$ cat src/assert_macros.svh
// Assertion helpers shared by the RTL modules.
`ifndef ASSERT_MACROS_SVH
`define ASSERT_MACROS_SVH

// Same-cycle implication, checked on the rising clock edge outside reset.
`define PBC_ASSERT_IMP(lbl, ante, cons, msg) \
  lbl: assert property (@(posedge clk) disable iff (!rst_n) (ante) |-> (cons)) else $error(msg);

// Next-cycle implication.
`define PBC_ASSERT_NXT(lbl, ante, cons, msg) \
  lbl: assert property (@(posedge clk) disable iff (!rst_n) (ante) |=> (cons)) else $error(msg);

`endif

$ cat src/pbc_pkg.sv
// ----------------------------------------------------------------------------
// pbc_pkg
// Types and constants of the pre-colored bipartite checker.
// ----------------------------------------------------------------------------
`default_nettype none

package pbc_pkg;

  localparam int MAX_VERTICES = 1024;
  localparam int MAX_EDGES    = 4096;

  localparam int VTX_W   = $clog2(MAX_VERTICES);
  localparam int EDGE_AW = $clog2(MAX_EDGES);
  localparam int ETOT_W  = $clog2(MAX_EDGES + 1);
  localparam int IDX_W   = (ETOT_W > VTX_W + 1) ? ETOT_W : VTX_W + 1;

  localparam int REQ_W  = 2;
  localparam int VNUM_W = 11;
  localparam int CNT_W  = 11;
  localparam int ERR_W  = 2;
  localparam int SIDE_W = 2;

  localparam logic [REQ_W-1:0] REQ_EDGE   = 2'd0;
  localparam logic [REQ_W-1:0] REQ_SIDE1  = 2'd1;
  localparam logic [REQ_W-1:0] REQ_SIDE2  = 2'd2;
  localparam logic [REQ_W-1:0] REQ_FINISH = 2'd3;

  localparam logic [ERR_W-1:0] ERR_NONE     = 2'd0;
  localparam logic [ERR_W-1:0] ERR_OVERFLOW = 2'd1;
  localparam logic [ERR_W-1:0] ERR_RANGE    = 2'd2;

  localparam logic [SIDE_W-1:0] SIDE_NONE = 2'd0;
  localparam logic [SIDE_W-1:0] SIDE_ONE  = 2'd1;
  localparam logic [SIDE_W-1:0] SIDE_TWO  = 2'd2;
  localparam logic [SIDE_W-1:0] SIDE_SUM  = 2'd3;

  typedef struct packed {
    logic load_item;
    logic touch_b;
    logic force_wr;
    logic clear_wr;
    logic idx_clr;
    logic idx_inc;
    logic edge_rd;
    logic find_a;
    logic find_b;
    logic find_v;
    logic find_step;
    logic union_wr;
    logic need_rd;
    logic need_chk;
    logic vert_rd;
    logic set_fail;
    logic out_load;
  } pbc_cmd_t;

  typedef struct packed {
    logic [REQ_W-1:0] kind;
    logic a_ok;
    logic b_ok;
    logic full;
    logic conflict;
    logic edge_done;
    logic vert_done;
    logic clear_last;
    logic root_hit;
    logic union_bad;
    logic iso_bad;
    logic side_zero;
    logic need_bad;
    logic out_busy;
  } pbc_stat_t;

endpackage

`default_nettype wire

$ cat src/pbc_ctrl.sv
// ----------------------------------------------------------------------------
// pbc_ctrl
// Sequencer: loading, edge union walk, vertex scan, answer and store clear.
// ----------------------------------------------------------------------------
`default_nettype none
`include "assert_macros.svh"

module pbc_ctrl import pbc_pkg::*; (
  input  wire logic      clk,
  input  wire logic      rst_n,
  input  wire logic      in_tvalid,
  output logic           in_tready,
  input  wire pbc_stat_t st,
  output pbc_cmd_t       cmd
);

  localparam logic [3:0] S_CLEAR  = 4'd0;
  localparam logic [3:0] S_IDLE   = 4'd1;
  localparam logic [3:0] S_TOUCHB = 4'd2;
  localparam logic [3:0] S_FORCE  = 4'd3;
  localparam logic [3:0] S_FIN    = 4'd4;
  localparam logic [3:0] S_E_RD   = 4'd5;
  localparam logic [3:0] S_E_GO   = 4'd6;
  localparam logic [3:0] S_FIND   = 4'd7;
  localparam logic [3:0] S_V_RD   = 4'd8;
  localparam logic [3:0] S_V_CHK  = 4'd9;
  localparam logic [3:0] S_NEED   = 4'd10;
  localparam logic [3:0] S_OUT    = 4'd11;

  localparam logic [1:0] PH_A = 2'd0;
  localparam logic [1:0] PH_B = 2'd1;
  localparam logic [1:0] PH_V = 2'd2;

  logic [3:0] state_r, state_nxt;
  logic [1:0] ph_r, ph_nxt;
  logic       accept;

  assign in_tready = (state_r == S_IDLE);
  assign accept    = in_tvalid && in_tready;

  always_comb begin
    state_nxt = state_r;
    ph_nxt    = ph_r;
    cmd       = '0;
    case (state_r)
      S_CLEAR: begin
        cmd.clear_wr = 1'b1;
        if (st.clear_last) state_nxt = S_IDLE;
      end
      S_IDLE: begin
        if (accept) begin
          cmd.load_item = 1'b1;
          case (st.kind)
            REQ_EDGE: begin
              if (st.a_ok && st.b_ok && !st.full) state_nxt = S_TOUCHB;
            end
            REQ_SIDE1, REQ_SIDE2: begin
              if (st.a_ok) state_nxt = S_FORCE;
            end
            default: state_nxt = S_FIN;
          endcase
        end
      end
      S_TOUCHB: begin
        cmd.touch_b = 1'b1;
        state_nxt   = S_IDLE;
      end
      S_FORCE: begin
        cmd.force_wr = 1'b1;
        state_nxt    = S_IDLE;
      end
      S_FIN: begin
        if (st.conflict) begin
          cmd.set_fail = 1'b1;
          state_nxt    = S_OUT;
        end else begin
          cmd.idx_clr = 1'b1;
          state_nxt   = S_E_RD;
        end
      end
      S_E_RD: begin
        if (st.edge_done) begin
          cmd.idx_clr = 1'b1;
          state_nxt   = S_V_RD;
        end else begin
          cmd.edge_rd = 1'b1;
          state_nxt   = S_E_GO;
        end
      end
      S_E_GO: begin
        cmd.find_a = 1'b1;
        ph_nxt     = PH_A;
        state_nxt  = S_FIND;
      end
      S_FIND: begin
        if (!st.root_hit) begin
          cmd.find_step = 1'b1;
        end else begin
          case (ph_r)
            PH_A: begin
              cmd.find_b = 1'b1;
              ph_nxt     = PH_B;
            end
            PH_B: begin
              if (st.union_bad) begin
                cmd.set_fail = 1'b1;
                state_nxt    = S_OUT;
              end else begin
                cmd.union_wr = 1'b1;
                cmd.idx_inc  = 1'b1;
                state_nxt    = S_E_RD;
              end
            end
            default: begin
              cmd.need_rd = 1'b1;
              state_nxt   = S_NEED;
            end
          endcase
        end
      end
      S_V_RD: begin
        if (st.vert_done) begin
          state_nxt = S_OUT;
        end else begin
          cmd.vert_rd = 1'b1;
          state_nxt   = S_V_CHK;
        end
      end
      S_V_CHK: begin
        if (st.iso_bad) begin
          cmd.set_fail = 1'b1;
          state_nxt    = S_OUT;
        end else if (st.side_zero) begin
          cmd.idx_inc = 1'b1;
          state_nxt   = S_V_RD;
        end else begin
          cmd.find_v = 1'b1;
          ph_nxt     = PH_V;
          state_nxt  = S_FIND;
        end
      end
      S_NEED: begin
        if (st.need_bad) begin
          cmd.set_fail = 1'b1;
          state_nxt    = S_OUT;
        end else begin
          cmd.need_chk = 1'b1;
          cmd.idx_inc  = 1'b1;
          state_nxt    = S_V_RD;
        end
      end
      S_OUT: begin
        if (!st.out_busy) begin
          cmd.out_load = 1'b1;
          cmd.idx_clr  = 1'b1;
          state_nxt    = S_CLEAR;
        end
      end
      default: state_nxt = S_CLEAR;
    endcase
  end

  always_ff @(posedge clk) begin
    if (!rst_n) begin
      state_r <= S_CLEAR;
      ph_r    <= PH_A;
    end else begin
      state_r <= state_nxt;
      ph_r    <= ph_nxt;
    end
  end

  `PBC_ASSERT_NXT(a_finish_blocks, accept && st.kind == REQ_FINISH, !in_tready, "finish word not followed by busy")
  `PBC_ASSERT_IMP(a_load_only_on_accept, cmd.load_item, in_tvalid, "item loaded without valid")
  `PBC_ASSERT_NXT(a_clear_leads_idle, state_r == S_CLEAR && st.clear_last, in_tready, "clear sweep did not end in idle")

endmodule

`default_nettype wire

$ cat config.mk
export PLATFORM = sky130hd
export DESIGN_NAME = pbc_ctrl
export DESIGN_NICKNAME = d
export VERILOG_FILES = /design/src/pbc_pkg.sv /design/src/pbc_ctrl.sv
export VERILOG_INCLUDE_DIRS = /design/src /design/src/src
export SDC_FILE = /design/constraint.sdc
export NUM_CORES = 1
export LEC_CHECK = 0
export BUFFER_PORTS_ARGS = -buffer_cell sky130_fd_sc_hd__buf_2
export CAP_MARGIN = 30
export CORE_ASPECT_RATIO = 1.25
export CORE_MARGIN = 4
export CORE_UTILIZATION = 45
export CTS_CLUSTER_SIZE = 28
export DETAILED_ROUTE_END_ITERATION = 10
export PLACE_DENSITY_LB_ADDON = 0.05
export RECOVER_POWER = 50
export SETUP_SLACK_MARGIN = 0.05
export SLEW_MARGIN = 5
export SYNTH_ARGS = -nofsm -noshare
export SYNTH_HDL_FRONTEND = slang
export SYNTH_SLANG_ARGS = --single-unit
$ cat constraint.sdc
create_clock -name clk -period 1.9 [get_ports clk]
set_input_delay 0 -clock clk [delete_from_list [all_inputs] [get_ports clk]]
set_output_delay 0 -clock clk [all_outputs]
set_load 0.01 [all_outputs]
==> results.sh <==
export IMPL_worst_r2r_path_depth=5
export IMPL_post_route_cells_drive_above_1_share_pct=37.2
export IMPL_synth_async_sr_flop_share_pct=0
export IMPL_postSynthNetCount=131
export IMPL_floorplan_core_area_sq_um=1640
export IMPL_power_share_clock_pct=18.7
export IMPL_cellLeakagePower_nw=0.467
export IMPL_grt_overflow=0
export IMPL_final_common_cell="sky130_fd_sc_hd__buf_2"
export IMPL_worst_skew_pair_late_latency_ns=0.24
export IMPL_highest_count_cells_in_the_layout_ignoring_fill_and_taps="sky130_fd_sc_hd__buf_2, sky130_fd_sc_hd__a21oi_1, sky130_fd_sc_hd__nand2_1"
export IMPL_first_pass_iters=4
export IMPL_max_clock_freq_mhz=585
export IMPL_post_synthesis_cell_type_count=44
export IMPL_nets=170
export IMPL_final_min_clock_period_ns=1.71
export IMPL_place_port_buffers=35
export IMPL_net_switching_power_mw=0.253
export IMPL_whs_path_depth=2
export IMPL_floorplan_rows=16
export IMPL_p_comb_share_pct=53.0
export IMPL_cts_resized_gates=0
export IMPL_total_negative_setup_slacks_ns=0
export IMPL_slew_violations=0
export IMPL_floorplan_die_height_um=55.5
export IMPL_timing_setup_critical_path_class="register to register"
export IMPL_initial_core_util_pct=49.4
export IMPL_cts_root_buffer_cell="sky130_fd_sc_hd__clkbuf_4"
export IMPL_postSynth_topFlopCell="sky130_fd_sc_hd__dfxtp_1"
export IMPL_via_count=963
export IMPL_holdBufCountCts=0
export IMPL_synth_sequential_area_ratio_pct=14.8
export IMPL_routed_wl_um=2300
export IMPL_grt_use_total_pct=19.5
export IMPL_clock_sink_count=6
export IMPL_top_level_ports=36
export IMPL_cts_tree="done"
export IMPL_outcome="finished clean"
export IMPL_power_per_cell_area_nw_per_um2=607
export IMPL_netlist_instances=111
export IMPL_startpoint_type="register"
export IMPL_synth_avg_cell_area_sq_um=7.30
export IMPL_clock_skew_final_ns=0.000927
export IMPL_power_share_sequential_pct=28.3
export IMPL_fin_crit_sh_pct=90.0
export IMPL_synthesis_yosys_warnings=0
export IMPL_antenna_found_initial=0
export IMPL_clock_tree_htree_level_count=1
export IMPL_grt_max_degree=16
export IMPL_post_synth_instance_area_sq_um=811
export IMPL_area_growth_synth_to_final_pct=27.3
export IMPL_drt_antenna_violating_nets=0
export IMPL_fp_dieArea_sq_um=2550
export IMPL_power_switching_fraction_pct=40.4
export IMPL_timing_hold_ws_ns=0.0212
export IMPL_drcViolationCount=0
export IMPL_synth_enable_flop_cells=0
export IMPL_routed_via_density=5.80
export IMPL_clock_path_buffers=2
export IMPL_power_internal_mw=0.373
export IMPL_finalHoldViolations=0
export IMPL_drt_iter0_drc=15
export IMPL_rsz0062_at_grt="false"
export IMPL_worst_pin_slew_ns=0.436
export IMPL_wire_per_inst_um=13.8
export IMPL_max_cap_violations=0
export IMPL_worst_path_max_fanout=15
export IMPL_fp_dieW_um=46.0
export IMPL_final_setup_violation_count=0
export IMPL_path_clk_slew_ns=0.04
export IMPL_total_power_mw=0.627
export IMPL_grt_pass1_vias=915
export IMPL_worstSetupEndpointType="register"
export IMPL_worstPathRequired_ns=2.03
export IMPL_worst_hold_path_type="input pin to register"
export IMPL_timing_critical_path_arrival_ns=1.84
export IMPL_n_fill_cell=175
export IMPL_synth_seq_cells=6
export IMPL_antenna_cells_inserted=0
export IMPL_numCtsBuffers=3
export IMPL_max_slew_margin_pct=70.2
export IMPL_first_pass_grt_wire_length_um=3930
export IMPL_power_ir_vdd_worst_v=0.000413
export IMPL_dp_hpwl_um=1920
export IMPL_cts_post_setup_buffers_inserted=0
export IMPL_routabilityCongestion=0.826
[worst max-delay path, stage by stage, from the launching register on]
cell                      delay [ns]
sky130_fd_sc_hd__dfxtp_2        0.39
sky130_fd_sc_hd__or4_1          0.62
sky130_fd_sc_hd__o32ai_4        0.20
sky130_fd_sc_hd__a211o_4        0.17
sky130_fd_sc_hd__o21ai_1        0.06
sky130_fd_sc_hd__and2_1         0.16
[metal layers]
metal | share of wire [%] | up-vias | track usage [%]
li1 | - | 484 | -
met1 | 42 | 445 | 25.3
met2 | 51 | 32 | 32.1
met3 | 6.3 | 2 | 2.92
met4 | 0.83 | 0 | 4.88
met5 | 0 | - | 0
[power groups by stage]
stage / clock (mW) / combinational, mW / sequential (mW)
after CTS: 0.120 / 0.340 / 0.174
final: 0.117 / 0.332 / 0.178
after global routing: 0.128 / 0.370 / 0.180
after floorplan: 0 / 0.253 / 0.151
after global placement: 0 / 0.336 / 0.175
after detailed placement: 0 / 0.337 / 0.176
[Yosys cell counts, types with 2 or more instances]
master,count,area (sq um)
sky130_fd_sc_hd__o21ai_0,5,25.0
sky130_fd_sc_hd__or2_2,2,12.5
sky130_fd_sc_hd__nor3b_1,2,15.0
sky130_fd_sc_hd__nor3_1,3,15.0
sky130_fd_sc_hd__nand3b_1,3,22.5
sky130_fd_sc_hd__nand2_1,9,33.8
sky130_fd_sc_hd__buf_4,2,15.0
sky130_fd_sc_hd__nor2_1,7,26.3
sky130_fd_sc_hd__and3_1,2,12.5
sky130_fd_sc_hd__inv_1,5,18.8
sky130_fd_sc_hd__ha_1,2,25.0
sky130_fd_sc_hd__and2_1,3,18.8
sky130_fd_sc_hd__o22ai_1,2,12.5
sky130_fd_sc_hd__a21oi_1,10,50.1
sky130_fd_sc_hd__nor2b_1,4,25.0
sky130_fd_sc_hd__dfxtp_1,6,120
sky130_fd_sc_hd__nand2b_1,8,50.1
sky130_fd_sc_hd__nor4b_1,2,17.5
sky130_fd_sc_hd__nor4_1,3,18.8
sky130_fd_sc_hd__or3b_2,2,17.5
sky130_fd_sc_hd__a211oi_1,2,15.0
sky130_fd_sc_hd__o21ai_1,2,10.0
sky130_fd_sc_hd__clkbuf_1,3,11.3
sky130_fd_sc_hd__a31oi_1,2,12.5
[path summary, 6_finish.rpt]
| path | start | to | slack [ns] |
|---|---|---|---|
| setup / recovery | state_r[0]$_SDFFE_PN0P_ | state_r[2]$_SDFFE_PN0P_ | 0.19 |
| hold reg to reg | state_r[3]$_SDFFE_PN0P_ | state_r[3]$_SDFFE_PN0P_ | 0.58 |
| setup reg to reg | state_r[0]$_SDFFE_PN0P_ | state_r[2]$_SDFFE_PN0P_ | 0.19 |
| hold / removal | rst_n | state_r[2]$_SDFFE_PN0P_ | 0.02 |
[registers in the layout, indices dropped and copies added (netlist names)]
register and cells:
ph_r 2, state_r 4
[area by class of cell]
type | instances | area [sq um] | area share (%)
well taps | 18 | 22.5 | 2.18
multi-input cells | 93 | 628 | 60.8
repair buffers | 41 | 215 | 20.8
clock buffers | 3 | 22.5 | 2.18
inverters | 5 | 18.8 | 1.82
flip-flops and latches | 6 | 125 | 12.1
[kinds of logic (layout without fill, tap and decap cells)]
| group | count (synthesis) | count (layout) | synth area share [%] |
|---|---|---|---|
| simple gates | 59 | 59 | 46.1 |
| buf+inv | 12 | 49 | 7.56 |
| compound gates | 32 | 32 | 28.4 |
| fa+ha+maj | 2 | 2 | 3.09 |
| flops | 6 | 6 | 14.8 |
[stage by stage]
| step | instance area (sq um) | instances | util [%] | setup slack [ns] |
|---|---|---|---|---|
| final | 1030 | 166 | 62.9 | 0.190 |
| after global routing | 1030 | 166 | 62.9 | 0.0809 |
| after CTS | 1030 | 166 | 63.0 | 0.0690 |
| after detailed placement | 1010 | 163 | 61.6 | 0.134 |
| after global placement | 1010 | 163 | 61.6 | 0.134 |
| after floorplan | 811 | 111 | - | 0.174 |
Note: power is estimated with default switching activity, not from simulation.
